--- src/pms_pkg.sv ---
`timescale 1ns / 1ps
`default_nettype none

package pms_pkg;

    // Received word kinds
    localparam logic [1:0] OP_TICK      = 2'd0;
    localparam logic [1:0] OP_E2E_REQ   = 2'd1;
    localparam logic [1:0] OP_PEER_RESP = 2'd2;
    localparam logic [1:0] OP_PEER_FUP  = 2'd3;

    // Delay mechanism; any other code leaves the port disabled
    localparam logic [1:0] MODE_OFF = 2'd0;
    localparam logic [1:0] MODE_E2E = 2'd1;
    localparam logic [1:0] MODE_P2P = 2'd2;

    // Peer slave states
    localparam logic [1:0] PEER_NONE        = 2'd0;
    localparam logic [1:0] PEER_CANDIDATE   = 2'd1;
    localparam logic [1:0] PEER_ESTABLISHED = 2'd2;

    // Configuration register indexes
    localparam int unsigned CFG_IDX_W = 3;
    localparam logic [CFG_IDX_W-1:0] CFG_MODE          = 3'd0;
    localparam logic [CFG_IDX_W-1:0] CFG_SYNC_PERIOD   = 3'd1;
    localparam logic [CFG_IDX_W-1:0] CFG_ANN_PERIOD    = 3'd2;
    localparam logic [CFG_IDX_W-1:0] CFG_PDELAY_PERIOD = 3'd3;
    localparam logic [CFG_IDX_W-1:0] CFG_SYNC_GATE     = 3'd4;
    localparam logic [CFG_IDX_W-1:0] CFG_OWN_ID        = 3'd5;
    localparam logic [CFG_IDX_W-1:0] CFG_DROPOUT       = 3'd6;
    localparam logic [CFG_IDX_W-1:0] CFG_QUAL          = 3'd7;

    localparam int unsigned DEF_OWN_PORT_NUMBER = 1;

    typedef struct packed {
        logic [1:0]  op;
        logic [63:0] sender_clock_identity;
        logic [63:0] requester_clock_identity;
        logic [15:0] requester_port;
        logic [15:0] sequence_number;
        logic        twostep;
        logic        request_timestamp_ready;
    } t_item;

    // Transmit requests from the period timers
    typedef struct packed {
        logic        send_pd_request;
        logic [15:0] pdelay_sequence;
        logic        send_sync;
        logic [15:0] sync_sequence;
        logic        send_announce;
        logic [15:0] announce_sequence;
    } t_sched;

    // Outcome of received message handling and peer tracking
    typedef struct packed {
        logic       send_dly_response;
        logic [1:0] slave_state;
        logic       path_delay_due;
        logic       one_step_response;
        logic       accepted;
    } t_peer;

endpackage

`default_nettype wire

--- src/pms_item_if.sv ---
`timescale 1ns / 1ps
`default_nettype none

interface pms_item_if;
    logic        valid;
    logic        ready;
    logic [1:0]  op;
    logic [63:0] sender_clock_identity;
    logic [63:0] requester_clock_identity;
    logic [15:0] requester_port;
    logic [15:0] sequence_number;
    logic        twostep;
    logic        request_timestamp_ready;

    modport source (
        output valid, op, sender_clock_identity, requester_clock_identity,
               requester_port, sequence_number, twostep, request_timestamp_ready,
        input  ready
    );
    modport sink (
        input  valid, op, sender_clock_identity, requester_clock_identity,
               requester_port, sequence_number, twostep, request_timestamp_ready,
        output ready
    );
endinterface

`default_nettype wire

--- src/pms_result_if.sv ---
`timescale 1ns / 1ps
`default_nettype none

interface pms_result_if;
    logic        valid;
    logic        ready;
    logic        send_pd_request;
    logic [15:0] pdelay_sequence;
    logic        send_sync;
    logic [15:0] sync_sequence;
    logic        send_announce;
    logic [15:0] announce_sequence;
    logic        send_dly_response;
    logic [1:0]  slave_state;
    logic        path_delay_due;
    logic        one_step_response;
    logic        accepted;

    modport source (
        output valid, send_pd_request, pdelay_sequence, send_sync, sync_sequence,
               send_announce, announce_sequence, send_dly_response, slave_state,
               path_delay_due, one_step_response, accepted,
        input  ready
    );
    modport sink (
        input  valid, send_pd_request, pdelay_sequence, send_sync, sync_sequence,
               send_announce, announce_sequence, send_dly_response, slave_state,
               path_delay_due, one_step_response, accepted,
        output ready
    );
endinterface

`default_nettype wire

--- src/pms_cfg_if.sv ---
`timescale 1ns / 1ps
`default_nettype none

interface pms_cfg_if;
    logic        valid;
    logic        ready;
    logic [2:0]  index;
    logic [63:0] data;

    modport source (output valid, index, data, input ready);
    modport sink   (input valid, index, data, output ready);
endinterface

`default_nettype wire

--- src/pms_tick_unit.sv ---
`timescale 1ns / 1ps
`default_nettype none

module pms_tick_unit
    import pms_pkg::*;
(
    input  wire logic        i_clk,
    input  wire logic        i_rst_n,
    input  wire logic        i_adv,
    input  wire logic        i_tick_en,
    input  wire logic        i_p2p,
    input  wire logic        i_gate,
    input  wire logic        i_est_next,
    input  wire logic [15:0] i_sync_period,
    input  wire logic [15:0] i_ann_period,
    input  wire logic [15:0] i_pd_period,
    output logic             o_pd_fire,
    output logic [15:0]      o_pd_seq_cur,
    output t_sched           o_sched
);

    logic [15:0] r_pd_tmr,  n_pd_tmr;
    logic [15:0] r_sy_tmr,  n_sy_tmr;
    logic [15:0] r_an_tmr,  n_an_tmr;
    logic [15:0] r_pd_seq,  n_pd_seq;
    logic [15:0] r_sy_seq,  n_sy_seq;
    logic [15:0] r_an_seq,  n_an_seq;

    logic [16:0] pd_inc, sy_inc, an_inc;
    logic        info_en, sy_fire, an_fire;

    assign pd_inc = {1'b0, r_pd_tmr} + 17'd1;
    assign sy_inc = {1'b0, r_sy_tmr} + 17'd1;
    assign an_inc = {1'b0, r_an_tmr} + 17'd1;

    assign o_pd_fire = i_tick_en && i_p2p && (pd_inc >= {1'b0, i_pd_period});

    always_comb begin
        // gate Sync/Announce on the peer state after this tick's aging
        info_en   = i_tick_en && (!i_p2p || i_est_next || !i_gate);
        sy_fire   = info_en && (sy_inc >= {1'b0, i_sync_period});
        an_fire   = info_en && (an_inc >= {1'b0, i_ann_period});

        n_pd_tmr = r_pd_tmr;
        n_sy_tmr = r_sy_tmr;
        n_an_tmr = r_an_tmr;
        n_pd_seq = r_pd_seq;
        n_sy_seq = r_sy_seq;
        n_an_seq = r_an_seq;

        if (i_tick_en && i_p2p) begin
            n_pd_tmr = o_pd_fire ? 16'd0 : pd_inc[15:0];
        end
        if (o_pd_fire) begin
            n_pd_seq = r_pd_seq + 16'd1;
        end
        if (info_en) begin
            n_sy_tmr = sy_fire ? 16'd0 : sy_inc[15:0];
            n_an_tmr = an_fire ? 16'd0 : an_inc[15:0];
        end
        if (sy_fire) begin
            n_sy_seq = r_sy_seq + 16'd1;
        end
        if (an_fire) begin
            n_an_seq = r_an_seq + 16'd1;
        end

        o_sched.send_pd_request   = o_pd_fire;
        o_sched.pdelay_sequence   = n_pd_seq;
        o_sched.send_sync         = sy_fire;
        o_sched.sync_sequence     = sy_fire ? r_sy_seq : 16'd0;
        o_sched.send_announce     = an_fire;
        o_sched.announce_sequence = an_fire ? r_an_seq : 16'd0;
    end

    assign o_pd_seq_cur = r_pd_seq;

    always_ff @(posedge i_clk) begin
        if (!i_rst_n) begin
            r_pd_tmr <= '0;
            r_sy_tmr <= '0;
            r_an_tmr <= '0;
            r_pd_seq <= '0;
            r_sy_seq <= '0;
            r_an_seq <= '0;
        end else if (i_adv) begin
            r_pd_tmr <= n_pd_tmr;
            r_sy_tmr <= n_sy_tmr;
            r_an_tmr <= n_an_tmr;
            r_pd_seq <= n_pd_seq;
            r_sy_seq <= n_sy_seq;
            r_an_seq <= n_an_seq;
        end
    end

endmodule

`default_nettype wire

--- src/pms_peer_unit.sv ---
`timescale 1ns / 1ps
`default_nettype none

module pms_peer_unit
    import pms_pkg::*;
#(
    parameter int unsigned OWN_PORT_NUMBER = DEF_OWN_PORT_NUMBER
) (
    input  wire logic        i_clk,
    input  wire logic        i_rst_n,
    input  wire logic        i_adv,
    input  wire logic        i_pd_fire,
    input  wire logic        i_e2e,
    input  wire logic        i_p2p,
    input  wire t_item       i_item,
    input  wire logic [15:0] i_pd_seq,
    input  wire logic [63:0] i_own_id,
    input  wire logic [7:0]  i_reload,
    input  wire logic [7:0]  i_qual,
    output logic             o_est_next,
    output t_peer            o_peer
);

    localparam logic [15:0] PORT_NUM = OWN_PORT_NUMBER[15:0];

    logic [1:0]  r_state, n_state;
    logic [63:0] r_id,    n_id;
    logic [7:0]  r_drop,  n_drop;
    logic [8:0]  r_tally, n_tally;
    logic        r_await, n_await;

    logic        match, report;
    logic [7:0]  drop_dec;
    logic [8:0]  cap, inc;

    always_comb begin
        n_state = r_state;
        n_id    = r_id;
        n_drop  = r_drop;
        n_tally = r_tally;
        n_await = r_await;
        report  = 1'b0;
        o_peer  = '0;

        cap      = {1'b0, i_qual} + 9'd1;
        inc      = r_tally + 9'd1;
        drop_dec = (r_drop == 8'd0) ? 8'd0 : r_drop - 8'd1;

        match = i_p2p
             && ((i_item.op == OP_PEER_RESP && i_item.request_timestamp_ready)
                 || i_item.op == OP_PEER_FUP)
             && (i_item.requester_clock_identity == i_own_id)
             && (i_item.requester_port == PORT_NUM)
             && (i_item.sequence_number == i_pd_seq);

        // age the peer once per PDelay period
        if (i_pd_fire) begin
            n_drop = drop_dec;
            if (drop_dec == 8'd0) begin
                n_state = PEER_NONE;
                n_id    = '0;
            end
        end

        if (i_e2e && i_item.op == OP_E2E_REQ) begin
            o_peer.send_dly_response = 1'b1;
            o_peer.accepted          = 1'b1;
        end

        if (match && i_item.op == OP_PEER_RESP) begin
            o_peer.accepted = 1'b1;
            if (i_item.twostep) begin
                n_await = 1'b1;
            end else begin
                report = 1'b1;
            end
        end
        if (match && i_item.op == OP_PEER_FUP && r_await) begin
            o_peer.accepted       = 1'b1;
            o_peer.path_delay_due = (r_state != PEER_NONE);
            n_await               = 1'b0;
            report                = 1'b1;
        end

        if (report) begin
            if (r_state == PEER_NONE) begin
                n_tally = '0;
                n_drop  = i_reload;
                n_id    = i_item.sender_clock_identity;
                n_state = PEER_CANDIDATE;
            end else if (r_id == i_item.sender_clock_identity) begin
                n_drop  = i_reload;
                n_tally = (inc < cap) ? inc : cap;
                if (n_tally > {1'b0, i_qual}) begin
                    n_state = PEER_ESTABLISHED;
                end
            end else begin
                n_state = PEER_NONE;
                n_id    = '0;
                n_drop  = '0;
                n_tally = '0;
            end
        end

        if (match && i_item.op == OP_PEER_RESP && !i_item.twostep) begin
            o_peer.path_delay_due    = (n_state != PEER_NONE);
            o_peer.one_step_response = (n_state != PEER_NONE);
        end

        o_peer.slave_state = n_state;
        o_est_next         = (n_state == PEER_ESTABLISHED);
    end

    always_ff @(posedge i_clk) begin
        if (!i_rst_n) begin
            r_state <= PEER_NONE;
            r_id    <= '0;
            r_drop  <= '0;
            r_tally <= '0;
            r_await <= 1'b0;
        end else if (i_adv) begin
            r_state <= n_state;
            r_id    <= n_id;
            r_drop  <= n_drop;
            r_tally <= n_tally;
            r_await <= n_await;
        end
    end

endmodule

`default_nettype wire

--- src/ptp_master_message_scheduler_core.sv ---
`timescale 1ns / 1ps
`default_nettype none

// PTP master port scheduler, control side. Each word on i_item is either a
// heartbeat tick or a received delay message (end-to-end delay request,
// peer delay response or its follow-up); each one yields exactly one result
// word on o_result carrying the transmit requests (peer delay request, Sync,
// Announce, delay response) with their sequence ids, the peer slave state
// after the word, and the path-delay / acceptance flags. A word is
// registered on entry and resolved into the result register when that
// register is free or being taken, so one word is taken every cycle
// while results are taken; the state update (timers, sequence counters,
// peer tracker) is made as the word advances and sets that rate. One new
// word can enter while a result waits to be taken. Configuration writes on
// i_cfg take effect at once and do not clear timers or peer state; write
// them only while no word is in flight.
module ptp_master_message_scheduler_core
    import pms_pkg::*;
#(
    parameter int unsigned OWN_PORT_NUMBER = DEF_OWN_PORT_NUMBER
) (
    input  wire logic    i_clk,
    input  wire logic    i_rst_n,
    pms_item_if.sink     i_item,
    pms_cfg_if.sink      i_cfg,
    pms_result_if.source o_result
);

    // configuration registers
    logic [1:0]  r_mode;
    logic [15:0] r_sync_period;
    logic [15:0] r_ann_period;
    logic [15:0] r_pd_period;
    logic        r_gate;
    logic [63:0] r_own_id;
    logic [7:0]  r_reload;
    logic [7:0]  r_qual;

    // input register
    logic  r_iv;
    t_item r_in;

    // result register
    logic   r_ov;
    t_sched r_sched;
    t_peer  r_peer;

    logic        adv, e2e, p2p, tick_en, pd_fire, est_next;
    logic [15:0] pd_seq_cur;
    t_sched      sched;
    t_peer       peer;

    // advance the held word whenever the result slot is free or draining
    assign adv     = r_iv && (!r_ov || o_result.ready);
    assign e2e     = (r_mode == MODE_E2E);
    assign p2p     = (r_mode == MODE_P2P);
    assign tick_en = (r_in.op == OP_TICK) && (e2e || p2p);

    assign i_item.ready = !r_iv || adv;
    assign i_cfg.ready  = 1'b1;

    always_ff @(posedge i_clk) begin
        if (!i_rst_n) begin
            r_mode        <= MODE_OFF;
            r_sync_period <= 16'd1;
            r_ann_period  <= 16'd1;
            r_pd_period   <= 16'd1;
            r_gate        <= 1'b0;
            r_own_id      <= '0;
            r_reload      <= 8'd3;
            r_qual        <= 8'd3;
        end else if (i_cfg.valid) begin
            case (i_cfg.index)
                CFG_MODE:          r_mode        <= i_cfg.data[1:0];
                CFG_SYNC_PERIOD:   r_sync_period <= i_cfg.data[15:0];
                CFG_ANN_PERIOD:    r_ann_period  <= i_cfg.data[15:0];
                CFG_PDELAY_PERIOD: r_pd_period   <= i_cfg.data[15:0];
                CFG_SYNC_GATE:     r_gate        <= i_cfg.data[0];
                CFG_OWN_ID:        r_own_id      <= i_cfg.data;
                CFG_DROPOUT:       r_reload      <= i_cfg.data[7:0];
                CFG_QUAL:          r_qual        <= i_cfg.data[7:0];
                default: begin
                end
            endcase
        end
    end

    // capture the incoming word
    always_ff @(posedge i_clk) begin
        if (!i_rst_n) begin
            r_iv <= 1'b0;
        end else if (i_item.ready) begin
            r_iv <= i_item.valid;
        end
    end

    always_ff @(posedge i_clk) begin
        if (i_item.valid && i_item.ready) begin
            r_in.op                       <= i_item.op;
            r_in.sender_clock_identity    <= i_item.sender_clock_identity;
            r_in.requester_clock_identity <= i_item.requester_clock_identity;
            r_in.requester_port           <= i_item.requester_port;
            r_in.sequence_number          <= i_item.sequence_number;
            r_in.twostep                  <= i_item.twostep;
            r_in.request_timestamp_ready  <= i_item.request_timestamp_ready;
        end
    end

    pms_tick_unit u_tick (
        .i_clk         (i_clk),
        .i_rst_n       (i_rst_n),
        .i_adv         (adv),
        .i_tick_en     (tick_en),
        .i_p2p         (p2p),
        .i_gate        (r_gate),
        .i_est_next    (est_next),
        .i_sync_period (r_sync_period),
        .i_ann_period  (r_ann_period),
        .i_pd_period   (r_pd_period),
        .o_pd_fire     (pd_fire),
        .o_pd_seq_cur  (pd_seq_cur),
        .o_sched       (sched)
    );

    pms_peer_unit #(
        .OWN_PORT_NUMBER (OWN_PORT_NUMBER)
    ) u_peer (
        .i_clk      (i_clk),
        .i_rst_n    (i_rst_n),
        .i_adv      (adv),
        .i_pd_fire  (pd_fire),
        .i_e2e      (e2e),
        .i_p2p      (p2p),
        .i_item     (r_in),
        .i_pd_seq   (pd_seq_cur),
        .i_own_id   (r_own_id),
        .i_reload   (r_reload),
        .i_qual     (r_qual),
        .o_est_next (est_next),
        .o_peer     (peer)
    );

    // result register: load on advance, drop when taken
    always_ff @(posedge i_clk) begin
        if (!i_rst_n) begin
            r_ov <= 1'b0;
        end else if (adv) begin
            r_ov <= 1'b1;
        end else if (o_result.ready) begin
            r_ov <= 1'b0;
        end
    end

    always_ff @(posedge i_clk) begin
        if (adv) begin
            r_sched <= sched;
            r_peer  <= peer;
        end
    end

    assign o_result.valid             = r_ov;
    assign o_result.send_pd_request   = r_sched.send_pd_request;
    assign o_result.pdelay_sequence   = r_sched.pdelay_sequence;
    assign o_result.send_sync         = r_sched.send_sync;
    assign o_result.sync_sequence     = r_sched.sync_sequence;
    assign o_result.send_announce     = r_sched.send_announce;
    assign o_result.announce_sequence = r_sched.announce_sequence;
    assign o_result.send_dly_response = r_peer.send_dly_response;
    assign o_result.slave_state       = r_peer.slave_state;
    assign o_result.path_delay_due    = r_peer.path_delay_due;
    assign o_result.one_step_response = r_peer.one_step_response;
    assign o_result.accepted          = r_peer.accepted;

    // a held word that does not advance stays held
    a_hold_word: assert property (@(posedge i_clk) disable iff (!i_rst_n)
        (r_iv && !adv) |=> r_iv)
        else $error("held word lost");

    // a tick never yields an accepted message
    a_tick_not_accepted: assert property (@(posedge i_clk) disable iff (!i_rst_n)
        (r_ov && (r_sched.send_sync || r_sched.send_announce
                  || r_sched.send_pd_request)) |-> !r_peer.accepted)
        else $error("transmit request and acceptance in one word");

    // one-step flag only with a due path delay computation
    a_one_step: assert property (@(posedge i_clk) disable iff (!i_rst_n)
        (r_ov && r_peer.one_step_response) |-> r_peer.path_delay_due)
        else $error("one-step without path delay");

    // peer delay requests only in peer mode
    a_pdelay_mode: assert property (@(posedge i_clk) disable iff (!i_rst_n)
        (r_ov && r_sched.send_pd_request) |-> (r_mode == MODE_P2P))
        else $error("peer delay request outside peer mode");

endmodule

`default_nettype wire

--- src/flat_wrapper.sv ---
// flat-port wrapper written by rule: the top's interface ports become plain ports
module ptp_master_message_scheduler_core_flat import pms_pkg::*;
#(
    parameter int unsigned OWN_PORT_NUMBER = DEF_OWN_PORT_NUMBER
)
  (i_clk, i_rst_n, i_item_valid, i_item_op, i_item_sender_clock_identity, i_item_requester_clock_identity, i_item_requester_port, i_item_sequence_number, i_item_twostep, i_item_request_timestamp_ready, i_item_ready, i_cfg_valid, i_cfg_index, i_cfg_data, i_cfg_ready, o_result_valid, o_result_send_pd_request, o_result_pdelay_sequence, o_result_send_sync, o_result_sync_sequence, o_result_send_announce, o_result_announce_sequence, o_result_send_dly_response, o_result_slave_state, o_result_path_delay_due, o_result_one_step_response, o_result_accepted, o_result_ready);
  pms_item_if i_item_i ();
  pms_cfg_if i_cfg_i ();
  pms_result_if o_result_i ();
  input  wire logic i_clk;
  input  wire logic i_rst_n;
  input wire logic [$bits(i_item_i.valid)-1:0] i_item_valid;
  input wire logic [$bits(i_item_i.op)-1:0] i_item_op;
  input wire logic [$bits(i_item_i.sender_clock_identity)-1:0] i_item_sender_clock_identity;
  input wire logic [$bits(i_item_i.requester_clock_identity)-1:0] i_item_requester_clock_identity;
  input wire logic [$bits(i_item_i.requester_port)-1:0] i_item_requester_port;
  input wire logic [$bits(i_item_i.sequence_number)-1:0] i_item_sequence_number;
  input wire logic [$bits(i_item_i.twostep)-1:0] i_item_twostep;
  input wire logic [$bits(i_item_i.request_timestamp_ready)-1:0] i_item_request_timestamp_ready;
  output wire logic [$bits(i_item_i.ready)-1:0] i_item_ready;
  input wire logic [$bits(i_cfg_i.valid)-1:0] i_cfg_valid;
  input wire logic [$bits(i_cfg_i.index)-1:0] i_cfg_index;
  input wire logic [$bits(i_cfg_i.data)-1:0] i_cfg_data;
  output wire logic [$bits(i_cfg_i.ready)-1:0] i_cfg_ready;
  output wire logic [$bits(o_result_i.valid)-1:0] o_result_valid;
  output wire logic [$bits(o_result_i.send_pd_request)-1:0] o_result_send_pd_request;
  output wire logic [$bits(o_result_i.pdelay_sequence)-1:0] o_result_pdelay_sequence;
  output wire logic [$bits(o_result_i.send_sync)-1:0] o_result_send_sync;
  output wire logic [$bits(o_result_i.sync_sequence)-1:0] o_result_sync_sequence;
  output wire logic [$bits(o_result_i.send_announce)-1:0] o_result_send_announce;
  output wire logic [$bits(o_result_i.announce_sequence)-1:0] o_result_announce_sequence;
  output wire logic [$bits(o_result_i.send_dly_response)-1:0] o_result_send_dly_response;
  output wire logic [$bits(o_result_i.slave_state)-1:0] o_result_slave_state;
  output wire logic [$bits(o_result_i.path_delay_due)-1:0] o_result_path_delay_due;
  output wire logic [$bits(o_result_i.one_step_response)-1:0] o_result_one_step_response;
  output wire logic [$bits(o_result_i.accepted)-1:0] o_result_accepted;
  input wire logic [$bits(o_result_i.ready)-1:0] o_result_ready;
  assign i_item_i.valid = i_item_valid;
  assign i_item_i.op = i_item_op;
  assign i_item_i.sender_clock_identity = i_item_sender_clock_identity;
  assign i_item_i.requester_clock_identity = i_item_requester_clock_identity;
  assign i_item_i.requester_port = i_item_requester_port;
  assign i_item_i.sequence_number = i_item_sequence_number;
  assign i_item_i.twostep = i_item_twostep;
  assign i_item_i.request_timestamp_ready = i_item_request_timestamp_ready;
  assign i_item_ready = i_item_i.ready;
  assign i_cfg_i.valid = i_cfg_valid;
  assign i_cfg_i.index = i_cfg_index;
  assign i_cfg_i.data = i_cfg_data;
  assign i_cfg_ready = i_cfg_i.ready;
  assign o_result_valid = o_result_i.valid;
  assign o_result_send_pd_request = o_result_i.send_pd_request;
  assign o_result_pdelay_sequence = o_result_i.pdelay_sequence;
  assign o_result_send_sync = o_result_i.send_sync;
  assign o_result_sync_sequence = o_result_i.sync_sequence;
  assign o_result_send_announce = o_result_i.send_announce;
  assign o_result_announce_sequence = o_result_i.announce_sequence;
  assign o_result_send_dly_response = o_result_i.send_dly_response;
  assign o_result_slave_state = o_result_i.slave_state;
  assign o_result_path_delay_due = o_result_i.path_delay_due;
  assign o_result_one_step_response = o_result_i.one_step_response;
  assign o_result_accepted = o_result_i.accepted;
  assign o_result_i.ready = o_result_ready;
  ptp_master_message_scheduler_core #(.OWN_PORT_NUMBER(OWN_PORT_NUMBER)) u_core (.i_clk(i_clk), .i_rst_n(i_rst_n), .i_item(i_item_i), .i_cfg(i_cfg_i), .o_result(o_result_i));
endmodule
--- config.mk ---
export PLATFORM = sky130hd
export DESIGN_NAME = ptp_master_message_scheduler_core_flat
export DESIGN_NICKNAME = d
export VERILOG_FILES = /design/src/pms_pkg.sv /design/src/pms_item_if.sv /design/src/pms_result_if.sv /design/src/pms_cfg_if.sv /design/src/pms_tick_unit.sv /design/src/pms_peer_unit.sv /design/src/ptp_master_message_scheduler_core.sv /design/src/flat_wrapper.sv
export SDC_FILE = /design/constraint.sdc
export NUM_CORES = 1
export LEC_CHECK = 0
export ABC_AREA = 0
export BUFFER_PORTS_ARGS = -buffer_cell sky130_fd_sc_hd__buf_2
export CAP_MARGIN = 25
export CORE_MARGIN = 8
export CORE_UTILIZATION = 54
export DETAILED_ROUTE_END_ITERATION = 10
export MAX_ROUTING_LAYER = met4
export PLACE_DENSITY = 0.72
export SLEW_MARGIN = 20
export SYNTH_ARGS = -nofsm -noshare
export SYNTH_HDL_FRONTEND = slang
export SYNTH_SLANG_ARGS = --single-unit
export TNS_END_PERCENT = 5
--- constraint.sdc ---
create_clock -name i_clk -period 14.1 [get_ports i_clk]
set_input_delay 2.115 -clock i_clk [delete_from_list [all_inputs] [get_ports i_clk]]
set_output_delay 2.115 -clock i_clk [all_outputs]
set_load 0.005 [all_outputs]
==> impl_results.md <==
* Xor and xnor fraction of the mapped netlist area at 7.81%
* Crit path arrival time at 5.63 ns
* Vias/cell at 5.47
* Sequential area share after synthesis at 54.3%
* Power Dens Cells at 118 nW/µm²
* Crit-path max FO at 12
* Min-delay worst type: register to register
* Synth Register Bits at 534
* P_int at 2.51 mW
* Multiplexer share of the synthesized area at 0.821%
* GPL Wtd Cong at 0.948
* Fmax at 194 MHz
* Synthesized Nets at 2,762
* Clk sinks at 534
* Sw Share at 22.7%
* Crit path to: u_core.o_result.path_delay_due$_DFFE_PP_
* Critical Path Start Type: register
* Skew final at 0.0266 ns
* Grt ovf at 0
* Post_cts resized at 0
* Setup TNS at 0 ns
* Initial drt markers at 1,401
* Postcts setup bufs at 0
* Worst R2R End: u_core.o_result.path_delay_due$_DFFE_PP_
* Die area at 51,000 µm²
* Die Wd at 226 µm
* Rel. slew slack at 31.9%
* Number of synthesized flops with an enable pin at 221
* Synth area leader: edfxtp_1
* R2r worst-path depth at 21
* Reg clk slew, reported paths at 0.06 ns
* IO Port Bufs at 294
* DP Wirelength at 43,500 µm
* Worst VDD drop at 0.148 mV
* Post-route insts no fill at 3,360
* Final antenna-violating net count at 0
* Status: complete, no violations
* CTS tree: built
* Global-route wire length before repair at 95,200 µm
* Wire length per cell at 18.1 µm
* Die span in y at 226 µm
* Most frequent cell after synthesis: nand2_1
* Yosys Warn Count at 0
* Drt first pass iters at 5
* CP required at 14.58 ns
* Placed cells at 3,249
* Max Cap Viol at 0
* Fin. max-slew vios at 0
* Core Area at 43,800 µm²
* Seq pwr share at 51.8%
* Via count at 18,400
* Synth top cells by count: 477 x nand2_1, 313 x dfxtp_1, 271 x a21oi_1, 221 x edfxtp_1, 128 x nor2_1
* Largest family of logic cells by synthesized area: simple AND/OR/NAND/NOR gates
* Logic pwr share at 5.8%
* Pleak at 10.4 nW
* Max Buffers Root-to-Sink at 3
* Complex-gate fraction of the synthesized area at 10.4%
* Clock share of power at 42.4%
* Post-Synth Adder-Cell Area at 3.95%
* R2R setup slack at 8.94 ns
* Area Overhead vs Synth at 15.7%
* H-tree depth at 2
* Yosys cell types at 72
* RSZ-0062 raised after global routing: no
* Synth Area in Simple Gates at 19.6%
* CP Capture Type: register
* Final setup fails at 0
* Effective utilization at floorplan at 54.2%
* DRC at 0
* Ranking of synthesized cells by area: edfxtp_1 28%, dfxtp_1 26%, nand2_1 7.5%
* Crit share post-route at 36.6%
* Min Tclk post-route at 5.16 ns
* IO Count at 296
* Asr flop ratio synth at 0%
* Layout cells sized above 1 at 15.0%
* GRT Total Usage at 23.9%
* Initial antenna violation count at 4
* Vias in the first global route at 18,200
* CP Class: register to register
* NetSw at 0.737 mW
* Mapped Area at 23,800 µm²
* Total wire length at 60,900 µm
* Mean post-synth cell area at 9.70 µm²
* CTS Hold Bufs at 0
* Yosys top cell area share at 27.9%
* Mapped Cells at 2,451
* Pin count of the biggest net entering global routing at 130
* R2r startpoint: u_core.r_qual[0]$_SDFFE_PN1P_
* # rows at 77
* Clk root buf: clkbuf_16
* Main flop type after synthesis: dfxtp_1
* Clock Latency Late Sink at 0.62 ns
* Slew of the pin with the lowest slew margin at 1.02 ns
* Nets at 3,028
* Final Hold Viols at 0
* Critical path startpoint: u_core.r_qual[0]$_SDFFE_PN1P_
* CTS buffer count at 54
[worst min path at each step]
stage                                               from                                   end  slack [ns]  cells past startpoint
global placement    u_core.r_sync_period[9]$_SDFFE_PN0P_  u_core.r_sync_period[9]$_SDFFE_PN0P_        0.44                      2
floorplan           u_core.r_ann_period[10]$_SDFFE_PN0P_  u_core.r_ann_period[10]$_SDFFE_PN0P_        0.44                      2
global route        u_core.r_ann_period[12]$_SDFFE_PN0P_  u_core.r_ann_period[12]$_SDFFE_PN0P_        0.47                      2
finish               u_core.r_ann_period[6]$_SDFFE_PN0P_   u_core.r_ann_period[6]$_SDFFE_PN0P_        0.45                      2
CTS                  u_core.r_ann_period[6]$_SDFFE_PN0P_   u_core.r_ann_period[6]$_SDFFE_PN0P_        0.45                      2
detailed placement   u_core.r_ann_period[6]$_SDFFE_PN0P_   u_core.r_ann_period[6]$_SDFFE_PN0P_        0.45                      2
[cell usage in the layout (no fill, tap or decap), types with 15 or more instances in the layout]
cell type / synthesis / final
a211oi_1: 16 / 16
a21oi_1: 271 / 271
and2_1: 40 / 39
and3_1: 29 / 29
buf_2: 10 / 294
buf_4: 1 / 18
clkbuf_1: 89 / 19
clkbuf_16: 0 / 55
dfxtp_1: 313 / 313
edfxtp_1: 221 / 221
ha_1: 75 / 75
inv_1: 87 / 86
mux2i_1: 15 / 15
nand2_1: 477 / 477
nand2b_1: 34 / 34
nand3_1: 77 / 76
nand4_1: 43 / 43
nor2_1: 128 / 126
nor2b_1: 33 / 33
nor3_1: 31 / 31
nor4_1: 35 / 35
o21ai_0: 48 / 48
or3_1: 18 / 18
xnor2_1: 96 / 96
xor2_1: 116 / 116
[critical path: stages, from the launching register on]
cell	delay, ns
dfxtp_1	0.44
ha_1	0.23
nand3_1	0.12
nor3_1	0.31
nand3_1	0.21
ha_1	0.35
nand4_1	0.12
nor2_1	0.06
a21oi_1	0.22
nand2_1	0.29
nor2_1	0.18
a21oi_1	0.08
ha_1	0.33
a21o_1	0.17
a21o_1	0.17
a2111oi_0	0.41
o31a_1	0.23
o2111ai_1	0.16
a211oi_1	0.25
a21oi_1	0.14
a2111oi_4	0.41
or2_1	0.14
[per-stage QoR]
stage	area (µm²)	total power [mW]	hold slack (ns)	utilization [%]	worst slack, ns
2_1_floorplan	23800	1.81	0.436	-	7.54
3_3_place_gp	25700	1.90	0.443	58.7	8.59
3_5_place_dp	25700	1.90	0.447	58.7	8.46
4_1_cts	27400	3.27	0.454	62.5	8.84
5_1_grt	27500	3.35	0.473	62.7	8.47
6_report	27500	3.25	0.452	62.7	8.94
[layout make-up]
cell class / instances / area [µm²]
Tap cell: 592 / 741
Fill cell: 3611 / 16400
Inverter: 90 / 345
Antenna cell: 5 / 12.5
Sequential cell: 534 / 12900
Clock buffer: 82 / 1560
Clock inverter: 20 / 146
Timing Repair Buffer: 313 / 1630
Multi-Input combinational cell: 1724 / 10100
[registers in the layout, indices dropped and copies added (netlist names), 8 cells and up]
name / count
u_core.r_qual: 8
u_core.r_sync_period: 16
u_core.o_result.pdelay_sequence: 16
u_core.r_ann_period: 16
u_core.o_result.sync_sequence: 16
u_core.u_tick.r_an_tmr: 16
u_core.u_tick.r_an_seq: 16
u_core.r_pd_period: 16
u_core.u_tick.r_sy_tmr: 16
u_core.u_tick.r_sy_seq: 16
u_core.u_peer.r_tally: 9
u_core.o_result.announce_sequence: 16
u_core.u_tick.o_pd_seq_cur: 16
u_core.u_peer.r_id: 64
u_core.u_tick.r_pd_tmr: 16
u_core.r_reload: 8
u_core.r_in: 164
u_core.u_peer.r_drop: 8
u_core.r_own_id: 64
[power by group through the flow]
stage / clock network, mW / logic, mW / registers (mW)
2_1_floorplan: 0 / 0.100 / 1.71
3_3_place_gp: 0 / 0.184 / 1.71
3_5_place_dp: 0 / 0.188 / 1.71
4_1_cts: 1.40 / 0.189 / 1.68
5_1_grt: 1.46 / 0.206 / 1.68
6_report: 1.38 / 0.189 / 1.68
[logic make-up after synthesis]
family	count (synthesis)
and+or+nand+nor	990
DFF	534
AOI/OAI and AO/OA	427
xor gates and xnor gates	212
buffers and inverters	193
adders and majority gates	75
muxes	19
other	1
[per-layer routing]
metal,share of wire (%),track usage [%]
met1,43,30.2
met2,49,39.3
met3,5.2,3.84
met4,3.1,7.48
met5,0,-
Power figures use the tool's default switching activity.
